--- src/hdl/mke_pkg.sv ---
// Shared types, constants and the character-to-pattern table for the Morse
// keying encoder. No dependencies; imported by every other module of the block.
package mke_pkg;

  localparam int unsigned DUR_W    = 20;
  localparam int unsigned CFG_IDX_W = 3;
  localparam int unsigned EV_CAP   = 64;
  localparam int unsigned EV_CNT_W = 7;

  // register indexes on the configuration port
  localparam logic [CFG_IDX_W-1:0] CFG_DOT  = 3'd0;
  localparam logic [CFG_IDX_W-1:0] CFG_DASH = 3'd1;
  localparam logic [CFG_IDX_W-1:0] CFG_EGAP = 3'd2;
  localparam logic [CFG_IDX_W-1:0] CFG_LGAP = 3'd3;
  localparam logic [CFG_IDX_W-1:0] CFG_WGAP = 3'd4;

  // event kinds
  localparam logic [1:0] EV_DOWN  = 2'd0;
  localparam logic [1:0] EV_UP    = 2'd1;
  localparam logic [1:0] EV_PAUSE = 2'd2;

  // duration selects for the duration unit
  localparam logic [2:0] DSEL_DOT   = 3'd0;
  localparam logic [2:0] DSEL_DASH  = 3'd1;
  localparam logic [2:0] DSEL_EGAP  = 3'd2;
  localparam logic [2:0] DSEL_LGAP  = 3'd3;
  localparam logic [2:0] DSEL_PAUSE = 3'd4;

  localparam logic [7:0] CH_BACKSLASH = 8'h5C;
  localparam logic [7:0] CH_SPACE     = 8'h20;

  // pattern: len elements, left-aligned in bits (bit 7 first), 1 = dash
  typedef struct packed {
    logic [3:0] len;
    logic [7:0] bits;
  } pat_t;

  typedef struct packed {
    logic [DUR_W-1:0] dot;
    logic [DUR_W-1:0] dash;
    logic [DUR_W-1:0] egap;
    logic [DUR_W-1:0] lgap;
    logic [DUR_W-1:0] wgap;
  } cfg_t;

  typedef struct packed {
    logic       push;
    logic       flush;
    logic [1:0] kind;
    logic [2:0] dsel;
  } emit_t;

  function automatic pat_t letter_pat(logic [4:0] l);
    pat_t p;
    case (l)
      5'd1:    p = '{4'd2, 8'b0100_0000}; // A .-
      5'd2:    p = '{4'd4, 8'b1000_0000}; // B -...
      5'd3:    p = '{4'd4, 8'b1010_0000}; // C -.-.
      5'd4:    p = '{4'd3, 8'b1000_0000}; // D -..
      5'd5:    p = '{4'd1, 8'b0000_0000}; // E .
      5'd6:    p = '{4'd4, 8'b0010_0000}; // F ..-.
      5'd7:    p = '{4'd3, 8'b1100_0000}; // G --.
      5'd8:    p = '{4'd4, 8'b0000_0000}; // H ....
      5'd9:    p = '{4'd2, 8'b0000_0000}; // I ..
      5'd10:   p = '{4'd4, 8'b0111_0000}; // J .---
      5'd11:   p = '{4'd3, 8'b1010_0000}; // K -.-
      5'd12:   p = '{4'd4, 8'b0100_0000}; // L .-..
      5'd13:   p = '{4'd2, 8'b1100_0000}; // M --
      5'd14:   p = '{4'd2, 8'b1000_0000}; // N -.
      5'd15:   p = '{4'd3, 8'b1110_0000}; // O ---
      5'd16:   p = '{4'd4, 8'b0110_0000}; // P .--.
      5'd17:   p = '{4'd4, 8'b1101_0000}; // Q --.-
      5'd18:   p = '{4'd3, 8'b0100_0000}; // R .-.
      5'd19:   p = '{4'd3, 8'b0000_0000}; // S ...
      5'd20:   p = '{4'd1, 8'b1000_0000}; // T -
      5'd21:   p = '{4'd3, 8'b0010_0000}; // U ..-
      5'd22:   p = '{4'd4, 8'b0001_0000}; // V ...-
      5'd23:   p = '{4'd3, 8'b0110_0000}; // W .--
      5'd24:   p = '{4'd4, 8'b1001_0000}; // X -..-
      5'd25:   p = '{4'd4, 8'b1011_0000}; // Y -.--
      5'd26:   p = '{4'd4, 8'b1100_0000}; // Z --..
      default: p = '{4'd0, 8'b0000_0000};
    endcase
    return p;
  endfunction

  function automatic pat_t morse_lookup(logic [6:0] a);
    pat_t p;
    case (a) inside
      7'h21:   p = '{4'd5, 8'b0001_0000};
      7'h22:   p = '{4'd6, 8'b0100_1000};
      7'h24:   p = '{4'd7, 8'b0001_0010};
      7'h25:   p = '{4'd5, 8'b0100_0000};
      7'h27:   p = '{4'd6, 8'b0111_1000};
      7'h28:   p = '{4'd5, 8'b1011_0000};
      7'h29:   p = '{4'd6, 8'b1011_0100};
      7'h2A:   p = '{4'd6, 8'b0001_0100};
      7'h2B:   p = '{4'd5, 8'b0101_0000};
      7'h2C:   p = '{4'd6, 8'b1100_1100};
      7'h2D:   p = '{4'd6, 8'b1000_0100};
      7'h2E:   p = '{4'd6, 8'b0101_0100};
      7'h2F:   p = '{4'd5, 8'b1001_0000};
      7'h30:   p = '{4'd5, 8'b1111_1000};
      7'h31:   p = '{4'd5, 8'b0111_1000};
      7'h32:   p = '{4'd5, 8'b0011_1000};
      7'h33:   p = '{4'd5, 8'b0001_1000};
      7'h34:   p = '{4'd5, 8'b0000_1000};
      7'h35:   p = '{4'd5, 8'b0000_0000};
      7'h36:   p = '{4'd5, 8'b1000_0000};
      7'h37:   p = '{4'd5, 8'b1100_0000};
      7'h38:   p = '{4'd5, 8'b1110_0000};
      7'h39:   p = '{4'd5, 8'b1111_0000};
      7'h3A:   p = '{4'd6, 8'b1110_0000};
      7'h3B:   p = '{4'd6, 8'b1010_1000};
      7'h3D:   p = '{4'd5, 8'b1000_1000};
      7'h3F:   p = '{4'd6, 8'b0011_0000};
      7'h40:   p = '{4'd6, 8'b0110_1000};
      7'h5F:   p = '{4'd6, 8'b0011_0100};
      7'h7F:   p = '{4'd8, 8'b0000_0000};
      [7'h41:7'h5A], [7'h61:7'h7A]: p = letter_pat(a[4:0]);
      default: p = '{4'd0, 8'b0000_0000};
    endcase
    return p;
  endfunction

endpackage

--- src/hdl/mke_dur.sv ---
// Duration unit: picks the event length from the timing registers and forms
// the word pause with one saturating subtractor. Depends on mke_pkg.
module mke_dur (
  input  logic [2:0]                 dsel_i,
  input  mke_pkg::cfg_t              cfg_i,
  output logic [mke_pkg::DUR_W-1:0]  dur_o
);
  import mke_pkg::*;

  logic [DUR_W:0] diff;

  assign diff = {1'b0, cfg_i.wgap} - {1'b0, cfg_i.lgap};

  always_comb begin
    case (dsel_i)
      DSEL_DOT:   dur_o = cfg_i.dot;
      DSEL_DASH:  dur_o = cfg_i.dash;
      DSEL_EGAP:  dur_o = cfg_i.egap;
      DSEL_LGAP:  dur_o = cfg_i.lgap;
      DSEL_PAUSE: dur_o = diff[DUR_W] ? '0 : diff[DUR_W-1:0]; // clamp at zero
      default:    dur_o = '0;
    endcase
  end

endmodule

--- src/hdl/mke_evbuf.sv ---
// Event buffer: one pending event plus the output register. The pending slot
// lets the final event of a transaction be tagged last. Depends on mke_pkg.
module mke_evbuf (
  input  logic                       clk_i,
  input  logic                       rst_ni,
  input  mke_pkg::emit_t             emit_i,
  input  logic [mke_pkg::DUR_W-1:0]  dur_i,
  output logic                       rdy_o,
  output logic                       out_valid_o,
  input  logic                       out_ready_i,
  output logic [1:0]                 out_kind_o,
  output logic [mke_pkg::DUR_W-1:0]  out_dur_o,
  output logic                       out_last_o
);
  import mke_pkg::*;

  logic             pend_v_q, pend_v_d;
  logic [1:0]       pend_kind_q;
  logic [DUR_W-1:0] pend_dur_q;
  logic             out_valid_q, out_valid_d;
  logic [1:0]       out_kind_q;
  logic [DUR_W-1:0] out_dur_q;
  logic             out_last_q;
  logic             out_free, move_out, load_pend;

  assign out_free  = !out_valid_q || out_ready_i;
  assign rdy_o     = !pend_v_q || out_free;
  assign move_out  = pend_v_q && out_free && (emit_i.push || emit_i.flush);
  assign load_pend = emit_i.push && rdy_o;

  always_comb begin
    pend_v_d = pend_v_q;
    if (load_pend) begin
      pend_v_d = 1'b1;
    end else if (emit_i.flush && rdy_o) begin
      pend_v_d = 1'b0;
    end
    out_valid_d = move_out ? 1'b1 : (out_ready_i ? 1'b0 : out_valid_q);
  end

  always_ff @(posedge clk_i or negedge rst_ni) begin
    if (!rst_ni) begin
      pend_v_q    <= 1'b0;
      out_valid_q <= 1'b0;
    end else begin
      pend_v_q    <= pend_v_d;
      out_valid_q <= out_valid_d;
    end
  end

  always_ff @(posedge clk_i) begin
    if (load_pend) begin
      pend_kind_q <= emit_i.kind;
      pend_dur_q  <= dur_i;
    end
    if (move_out) begin
      out_kind_q <= pend_kind_q;
      out_dur_q  <= pend_dur_q;
      out_last_q <= emit_i.flush;
    end
  end

  assign out_valid_o = out_valid_q;
  assign out_kind_o  = out_kind_q;
  assign out_dur_o   = out_dur_q;
  assign out_last_o  = out_last_q;

  a_flush_tags_last: assert property (@(posedge clk_i) disable iff (!rst_ni)
    emit_i.flush && rdy_o && pend_v_q |=> out_valid_o && out_last_o)
    else $error("flushed event not presented as last");

  a_flush_empties: assert property (@(posedge clk_i) disable iff (!rst_ni)
    emit_i.flush && rdy_o |=> !pend_v_q)
    else $error("pending slot not emptied by flush");

endmodule

--- src/hdl/mke_seq.sv ---
// Sequencer: prosign hold buffer and counters, pattern lookup, and the
// element walk that issues one keying event per step. Depends on mke_pkg.
module mke_seq #(
  parameter int unsigned MAX_PROSIGN = 4
) (
  input  logic           clk_i,
  input  logic           rst_ni,
  input  logic           in_valid_i,
  output logic           in_ready_o,
  input  logic [7:0]     char_code_i,
  input  logic           buf_rdy_i,
  output mke_pkg::emit_t emit_o
);
  import mke_pkg::*;

  localparam int unsigned CntW = $clog2(MAX_PROSIGN + 1);
  localparam int unsigned IdxW = $clog2(MAX_PROSIGN);

  localparam logic [2:0] ST_IDLE  = 3'd0;
  localparam logic [2:0] ST_LOAD  = 3'd1;
  localparam logic [2:0] ST_DOWN  = 3'd2;
  localparam logic [2:0] ST_UP    = 3'd3;
  localparam logic [2:0] ST_FLUSH = 3'd4;

  logic [2:0]          state_q, state_d;
  logic [CntW-1:0]     slash_q, slash_d, held_cnt_q, held_cnt_d;
  logic [7:0]          held_q [MAX_PROSIGN];
  logic [IdxW-1:0]     ci_q, ci_d, last_ci_q, last_ci_d;
  logic [7:0]          bits_q, bits_d;
  logic [3:0]          len_q, len_d, k_q, k_d;
  logic [EV_CNT_W-1:0] ev_cnt_q, ev_cnt_d;

  logic       accept, hold_we, want, req, step, last_el, last_ch;
  logic [7:0] cur_char;
  pat_t       pat;

  assign accept   = in_valid_i && in_ready_o;
  assign in_ready_o = (state_q == ST_IDLE);
  assign cur_char = held_q[ci_q];
  assign pat      = morse_lookup(cur_char[6:0]);
  assign last_el  = (k_q == len_q - 4'd1);
  assign last_ch  = (ci_q == last_ci_q);
  // every non-backslash is written to the hold buffer; a plain character
  // lands in entry zero and is released at once
  assign hold_we  = accept && (char_code_i != CH_BACKSLASH);

  always_comb begin
    want       = 1'b0;
    emit_o     = '0;
    case (state_q)
      ST_LOAD: begin
        want        = (pat.len == 4'd0) && (cur_char == CH_SPACE);
        emit_o.kind = EV_PAUSE;
        emit_o.dsel = DSEL_PAUSE;
      end
      ST_DOWN: begin
        want        = 1'b1;
        emit_o.kind = EV_DOWN;
        emit_o.dsel = bits_q[7] ? DSEL_DASH : DSEL_DOT;
      end
      ST_UP: begin
        want        = 1'b1;
        emit_o.kind = EV_UP;
        emit_o.dsel = (last_el && last_ch) ? DSEL_LGAP : DSEL_EGAP;
      end
      ST_FLUSH: emit_o.flush = 1'b1;
      default: ;
    endcase
    // events past the cap are dropped
    req         = want && (ev_cnt_q != EV_CNT_W'(EV_CAP));
    emit_o.push = req;
    step        = !req || buf_rdy_i;
  end

  always_comb begin
    state_d    = state_q;
    slash_d    = slash_q;
    held_cnt_d = held_cnt_q;
    ci_d       = ci_q;
    last_ci_d  = last_ci_q;
    bits_d     = bits_q;
    len_d      = len_q;
    k_d        = k_q;
    ev_cnt_d   = (req && buf_rdy_i) ? ev_cnt_q + EV_CNT_W'(1) : ev_cnt_q;
    case (state_q)
      ST_IDLE: begin
        if (accept) begin
          if (char_code_i == CH_BACKSLASH) begin
            if (slash_q < CntW'(MAX_PROSIGN - 1)) slash_d = slash_q + CntW'(1);
          end else if (held_cnt_q >= slash_q) begin
            ci_d       = '0;
            last_ci_d  = held_cnt_q[IdxW-1:0];
            held_cnt_d = '0;
            slash_d    = '0;
            ev_cnt_d   = '0;
            state_d    = ST_LOAD;
          end else begin
            held_cnt_d = held_cnt_q + CntW'(1);
          end
        end
      end
      ST_LOAD: begin
        if (pat.len != 4'd0) begin
          bits_d  = pat.bits;
          len_d   = pat.len;
          k_d     = 4'd0;
          state_d = ST_DOWN;
        end else if (step) begin
          if (last_ch) state_d = ST_FLUSH;
          else ci_d = ci_q + IdxW'(1);
        end
      end
      ST_DOWN: begin
        if (step) state_d = ST_UP;
      end
      ST_UP: begin
        if (step) begin
          bits_d = {bits_q[6:0], 1'b0};
          k_d    = k_q + 4'd1;
          if (!last_el) begin
            state_d = ST_DOWN;
          end else if (last_ch) begin
            state_d = ST_FLUSH;
          end else begin
            ci_d    = ci_q + IdxW'(1);
            state_d = ST_LOAD;
          end
        end
      end
      ST_FLUSH: begin
        if (buf_rdy_i) state_d = ST_IDLE;
      end
      default: state_d = ST_IDLE;
    endcase
  end

  always_ff @(posedge clk_i or negedge rst_ni) begin
    if (!rst_ni) begin
      state_q    <= ST_IDLE;
      slash_q    <= '0;
      held_cnt_q <= '0;
      ev_cnt_q   <= '0;
    end else begin
      state_q    <= state_d;
      slash_q    <= slash_d;
      held_cnt_q <= held_cnt_d;
      ev_cnt_q   <= ev_cnt_d;
    end
  end

  always_ff @(posedge clk_i) begin
    ci_q      <= ci_d;
    last_ci_q <= last_ci_d;
    bits_q    <= bits_d;
    len_q     <= len_d;
    k_q       <= k_d;
    if (hold_we) held_q[held_cnt_q[IdxW-1:0]] <= char_code_i;
  end

  a_slash_sat: assert property (@(posedge clk_i) disable iff (!rst_ni)
    slash_q <= CntW'(MAX_PROSIGN - 1))
    else $error("slash count above saturation");

  a_held_below_slash: assert property (@(posedge clk_i) disable iff (!rst_ni)
    held_cnt_q <= slash_q)
    else $error("held count passed slash count");

  a_ev_cap: assert property (@(posedge clk_i) disable iff (!rst_ni)
    ev_cnt_q <= EV_CNT_W'(EV_CAP))
    else $error("event count above cap");

  a_push_not_flush: assert property (@(posedge clk_i) disable iff (!rst_ni)
    !(emit_o.push && emit_o.flush))
    else $error("push and flush together");

endmodule

--- src/hdl/ascii_to_morse_keying_unit.sv ---
// Top level of the ASCII to Morse keying encoder: timing registers, the
// sequencer, the duration unit and the event buffer. Depends on mke_pkg.
//
//   channel  dir  handshake                 payload
//   in       in   in_valid_i / in_ready_o   char_code_i[7:0]
//   out      out  out_valid_o / out_ready_i event_kind_o[1:0], duration_o[19:0], last_o
//   cfg      in   cfg_we_i (no wait)        cfg_idx_i[2:0], cfg_wdata_i[19:0]
//
// Each character is taken in the idle state; each released character then
// passes a lookup state and a down and an up state per dot/dash (a space
// pause goes out in its lookup state), and a flush state ends the transaction.
// The sequencer walks one event per cycle through the shared duration unit; a
// full pending slot and output register stall the walk until out_ready_i.
// Backslashes and held prosign characters emit nothing. in_ready_o is high
// only while the sequencer is idle. Reset clears control state and loads the
// default timings; held characters are not cleared.
module ascii_to_morse_keying_unit #(
  parameter int unsigned MAX_PROSIGN = 4
) (
  input  logic                              clk_i,
  input  logic                              rst_ni,
  input  logic                              in_valid_i,
  output logic                              in_ready_o,
  input  logic [7:0]                        char_code_i,
  output logic                              out_valid_o,
  input  logic                              out_ready_i,
  output logic [1:0]                        event_kind_o,
  output logic [mke_pkg::DUR_W-1:0]         duration_o,
  output logic                              last_o,
  input  logic                              cfg_we_i,
  input  logic [mke_pkg::CFG_IDX_W-1:0]     cfg_idx_i,
  input  logic [mke_pkg::DUR_W-1:0]         cfg_wdata_i
);
  import mke_pkg::*;

  cfg_t             cfg_q;
  emit_t            emit;
  logic             buf_rdy;
  logic [DUR_W-1:0] dur;

  // timing registers; writes to unused indexes are dropped
  always_ff @(posedge clk_i or negedge rst_ni) begin
    if (!rst_ni) begin
      cfg_q.dot  <= DUR_W'(2880);
      cfg_q.dash <= DUR_W'(8640);
      cfg_q.egap <= DUR_W'(2880);
      cfg_q.lgap <= DUR_W'(8640);
      cfg_q.wgap <= DUR_W'(20160);
    end else if (cfg_we_i) begin
      case (cfg_idx_i)
        CFG_DOT:  cfg_q.dot  <= cfg_wdata_i;
        CFG_DASH: cfg_q.dash <= cfg_wdata_i;
        CFG_EGAP: cfg_q.egap <= cfg_wdata_i;
        CFG_LGAP: cfg_q.lgap <= cfg_wdata_i;
        CFG_WGAP: cfg_q.wgap <= cfg_wdata_i;
        default: ;
      endcase
    end
  end

  // sequencer: decides which event comes next and when a transaction is done
  mke_seq #(
    .MAX_PROSIGN(MAX_PROSIGN)
  ) u_seq (
    .clk_i       (clk_i),
    .rst_ni      (rst_ni),
    .in_valid_i  (in_valid_i),
    .in_ready_o  (in_ready_o),
    .char_code_i (char_code_i),
    .buf_rdy_i   (buf_rdy),
    .emit_o      (emit)
  );

  // shared duration unit
  mke_dur u_dur (
    .dsel_i (emit.dsel),
    .cfg_i  (cfg_q),
    .dur_o  (dur)
  );

  // one event held back so the final one can carry last
  mke_evbuf u_evbuf (
    .clk_i       (clk_i),
    .rst_ni      (rst_ni),
    .emit_i      (emit),
    .dur_i       (dur),
    .rdy_o       (buf_rdy),
    .out_valid_o (out_valid_o),
    .out_ready_i (out_ready_i),
    .out_kind_o  (event_kind_o),
    .out_dur_o   (duration_o),
    .out_last_o  (last_o)
  );

  a_idle_no_output_pending: assert property (@(posedge clk_i) disable iff (!rst_ni)
    emit.flush && buf_rdy |=> in_ready_o)
    else $error("sequencer not idle after flush");

endmodule
--- config.mk ---
export PLATFORM = sky130hd
export DESIGN_NAME = ascii_to_morse_keying_unit
export DESIGN_NICKNAME = d
export VERILOG_FILES = /design/src/hdl/mke_pkg.sv /design/src/hdl/mke_dur.sv /design/src/hdl/mke_evbuf.sv /design/src/hdl/mke_seq.sv /design/src/hdl/ascii_to_morse_keying_unit.sv
export SDC_FILE = /design/constraint.sdc
export NUM_CORES = 1
export LEC_CHECK = 0
export BUFFER_PORTS_ARGS = -buffer_cell sky130_fd_sc_hd__buf_2
export CAP_MARGIN = 40
export CORE_ASPECT_RATIO = 0.8
export CORE_UTILIZATION = 30
export DETAILED_ROUTE_END_ITERATION = 7
export PLACE_DENSITY = 0.53
export SLEW_MARGIN = 25
export SYNTH_ARGS = -nofsm -noshare
export SYNTH_HDL_FRONTEND = slang
export SYNTH_SLANG_ARGS = --single-unit
--- constraint.sdc ---
create_clock -name clk_i -period 14.03 [get_ports clk_i]
set_input_delay 1.403 -clock clk_i [delete_from_list [all_inputs] [get_ports clk_i]]
set_output_delay 1.403 -clock clk_i [all_outputs]
set_load 0.05 [all_outputs]
==> flow_metrics.py <==
metrics = {
    "outcome": {
        "outcome": "complete, no violations",
    },
    "finish": {
        "fillerInstances": 3613,
        "layout.cells.most_common_list": "101 x sky130_fd_sc_hd__mux2_2, 96 x sky130_fd_sc_hd__dfrtp_1, 96 x sky130_fd_sc_hd__edfxtp_1",
        "finalNetCount": 1106,
        "final_common_cell": "sky130_fd_sc_hd__mux2_2",
        "area.growth.synth_to_final_pct": 14.77,
        "finalNonFillerCells": 1530,
        "finalCoreUtilization": 0.3541,
        "final_layout_size_suffix_gt1_frac": 0.2521,
    },
    "worst_setup_path": {
        "timing.critical_path.required_ps": 14290,
        "worst-path-max-fanout": 30,
        "arrival_time_at_the_worst_endpoint_ps": 5210,
        "reg2reg_depth": 10,
        "max_stage_delay_ps": 850,
        "path_cells": "mux4_2 > nand2b_1 > nor3_2 > or4_1 > or4_4 > or4_1 > or4_4 > nor2_1 > nor3_1 > buf_4",
        "cp-end-kind": "register",
        "critical_path.startpoint_type": "register",
        "critPathSlowestCell": "sky130_fd_sc_hd__mux4_2",
        "worst-setup-path-type": "register to register",
    },
    "synth": {
        "number_of_enable_type_register_cells_in_the_synthesized_netlist": 96,
        "synthesis.area_per_instance_um2": 11.58,
        "asyncSetResetFlopFracSynth": 0.5463,
        "postSynthCellCount": 967,
        "synth_seq_cells": 216,
        "synthDominantCellAreaShare": 0.2574,
        "synth_ff_type": "sky130_fd_sc_hd__edfxtp_1",
        "synth.net_count": 1043,
        "synth.yosys.seq_area_share": 0.5270,
        "synth_area_leader_cell": "sky130_fd_sc_hd__edfxtp_1",
        "post_synth_num_cell_types": 78,
        "synth_area_um2": 11200,
        "synth.area.top_cells": "sky130_fd_sc_hd__edfxtp_1 26%, sky130_fd_sc_hd__dfrtp_1 21%, sky130_fd_sc_hd__mux2_2 10%",
        "yosysWarnings": 0,
    },
    "clock_tree": {
        "cts-root-to-sink-buffers": 3,
        "numClockSinks": 216,
        "cts.root.buffer_cell": "sky130_fd_sc_hd__clkbuf_16",
        "cts_hold_repair.buffers": 0,
        "cts.clk_slew.worst_paths_ps": 60,
        "htreeDepth": 1,
        "cts.repair.resized": 0,
        "cts-buffers-inserted": 24,
        "tritoncts": "built",
        "clk_latency_worst_skew_pair_ps": 520,
        "cts_post_setup_buffers_inserted": 0,
    },
    "global_routing": {
        "antenna_found_initial": 1,
        "grt_util_all_layers": 0.1496,
        "grt_pass1_wl_um": 44760,
        "globalRoute.totalOverflow": 0,
        "grt_start_max_net_pins": 53,
        "grt_pass1_vias": 7653,
    },
    "sta": {
        "fmaxAchievable_mhz": 201.7,
        "rsz0062_at_grt": "false",
        "final_min_period_over_clock_period": 0.3534,
        "timing.final.setup_violations": 0,
        "final-max-slew-violation-count": 0,
        "timing.setup.tns_ps": 0,
        "worst-slew-pin-transition_ps": 789.3,
        "number_of_endpoints_with_negative_hold_slack_in_the_final_report": 0,
        "slew-limit-headroom": 0.4732,
        "worst_slack_ps": 9072,
        "fin_crit_ps": 4958,
        "clock_skew_ps": 22.52,
        "fin_worst_hold_slack_ps": 416.7,
    },
    "die": {
        "floorplan.io_pins": 61,
        "row_count": 62,
        "die-area_um2": 38120,
        "initial_core_util": 0.3085,
        "die_height_um": 174.8,
        "core_area_um2": 36300,
        "die_w_um": 218.0,
    },
    "detailed_routing": {
        "drc": 0,
        "ant_nets": 0,
        "drt-wirelength-per-cell_um": 18.65,
        "drt_wl_total_um": 28540,
        "drt_iter0_drc": 515,
        "dr_total_vias": 7824,
        "drt_pass1_iterations": 5,
        "route.detailed.vias_per_inst": 5.114,
    },
    "place": {
        "dp.final_hpwl_um": 19590,
        "final_estimated_routing_congestion_in_global_placement": 0.8971,
        "pre_cts_ws_ps": 9090,
        "post_placement_cell_count": 1482,
        "port_buffers": 60,
    },
    "power_and_ir_drop": {
        "leakagePower_nw": 5.069,
        "power_per_cell_area_nw_per_um2": 212.7,
        "largest_vdd_supply_drop_mv": 0.1034,
    },
    "hold_path": {
        "min_delay_path_depth": 0,
        "worst_hold_path_type": "register to register",
    },
    "run": {
        "drv.max_cap_violation_count": 0,
    },
}
registers in the layout, indices dropped and copies added (netlist names), named ones only:
signal and cells:
u_seq.state_q 3, u_seq.ev_cnt_q 7, cfg_q 100, u_evbuf.out_valid_o 1, u_evbuf.out_dur_o 20, u_seq.held_cnt_q 3
u_evbuf.pend_dur_q 20, u_seq.ci_q 2, u_evbuf.out_kind_o 2, u_seq.len_q 4, u_seq.slash_q 3, u_seq.held_q 32
u_evbuf.pend_v_q 1, u_evbuf.out_last_o 1, u_seq.k_q 4, u_seq.bits_q 7, u_evbuf.pend_kind_q 2, u_seq.last_ci_q 2
synth_stat cells (7+ instances only):
master                     count
sky130_fd_sc_hd__a211oi_1     16
sky130_fd_sc_hd__a21o_1        7
sky130_fd_sc_hd__a21oi_1      27
sky130_fd_sc_hd__a221oi_1     11
sky130_fd_sc_hd__a31oi_1       7
sky130_fd_sc_hd__and3_1       14
sky130_fd_sc_hd__clkbuf_1     32
sky130_fd_sc_hd__dfrtp_1      96
sky130_fd_sc_hd__dfstp_2      22
sky130_fd_sc_hd__edfxtp_1     96
sky130_fd_sc_hd__ha_1         39
sky130_fd_sc_hd__inv_1        46
sky130_fd_sc_hd__mux2_2      101
sky130_fd_sc_hd__mux2i_1       7
sky130_fd_sc_hd__mux4_2        9
sky130_fd_sc_hd__nand2_1      84
sky130_fd_sc_hd__nand2b_1     22
sky130_fd_sc_hd__nand3_1      17
sky130_fd_sc_hd__nor2_1       48
sky130_fd_sc_hd__nor2b_1      11
sky130_fd_sc_hd__nor3_1       21
sky130_fd_sc_hd__nor4_1        7
sky130_fd_sc_hd__o211ai_1      9
sky130_fd_sc_hd__o21ai_0      68
sky130_fd_sc_hd__o31ai_1       8
sky130_fd_sc_hd__or3_1         8
sky130_fd_sc_hd__xnor2_1      17
sky130_fd_sc_hd__xor2_1       13
cell families after synthesis:
family	count (synthesis)	share of synthesized area
mux	119	0.1279
flops	216	0.5270
buf+inv	88	0.03273
simple gates	270	0.1224
compound gates	204	0.1211
fa+ha+maj	40	0.04535
xor+xnor	30	0.02346
report_power, final:
part	switching, W	internal [W]	leakage [nW]
sequential	0.000100	0.000881	2.32
clock	0.000253	0.000337	0.363
combinational	0.000743	0.000421	2.38
total	0.00110	0.00164	5.07
per-stage QoR:
| stage | area [um2] | total power, W |
|---|---|---|
| 2_1_floorplan | 11200 | 0.001822 |
| 3_3_place_gp | 12080 | 0.002151 |
| 3_5_place_dp | 12100 | 0.002146 |
| 4_1_cts | 12840 | 0.002749 |
| 5_1_grt | 12850 | 0.002904 |
| 6_report | 12850 | 0.002735 |
final cells by class:
class | instances | area [um2] | area share
multi-input cells | 663 | 4989 | 0.3881
well taps | 480 | 600.6 | 0.04672
repair buffers | 77 | 437.9 | 0.03407
clock buffers | 28 | 625.6 | 0.04867
clock inverters | 15 | 111.4 | 0.008663
flip-flops and latches | 216 | 5903 | 0.4592
diodes | 3 | 7.507 | 0.0005840
inverters | 48 | 180.2 | 0.01402
critical path, delay by kind of cell (launching register included):
family / cells / cell delay [ps]
buffers and inverters: 1 / 210
flip-flops: 1 / 690
multiplexers: 1 / 850
AND/OR/NAND/NOR: 8 / 2910
routing by layer:
| layer | track usage | share of wire | up-vias |
|---|---|---|---|
| li1 | - | - | 3728 |
| met1 | 0.2324 | 0.52 | 3883 |
| met2 | 0.2169 | 0.42 | 169 |
| met3 | 0.01845 | 0.040 | 44 |
| met4 | 0.03788 | 0.022 | 0 |
| met5 | 0 | 0 | - |
final timing paths:
path	start	slack (ps)	endpoint
worst max-delay path	register	9070	u_seq.k_q[0]$_SDFFCE_PN0P_
max in group asynchronous	rst_ni	11860	cfg_q[11]$_DFFE_PN1P_
worst max register to register	register	9070	u_seq.k_q[0]$_SDFFCE_PN0P_
worst min-delay path	u_evbuf.pend_dur_q[13]$_DFFE_PN_	420	u_evbuf.out_dur_o[13]$_DFFE_PP_
worst min register to register	u_evbuf.pend_dur_q[13]$_DFFE_PN_	420	u_evbuf.out_dur_o[13]$_DFFE_PP_
min in group asynchronous	rst_ni	910	cfg_q[82]$_DFFE_PN0P_
Power figures use the tool's default switching activity.
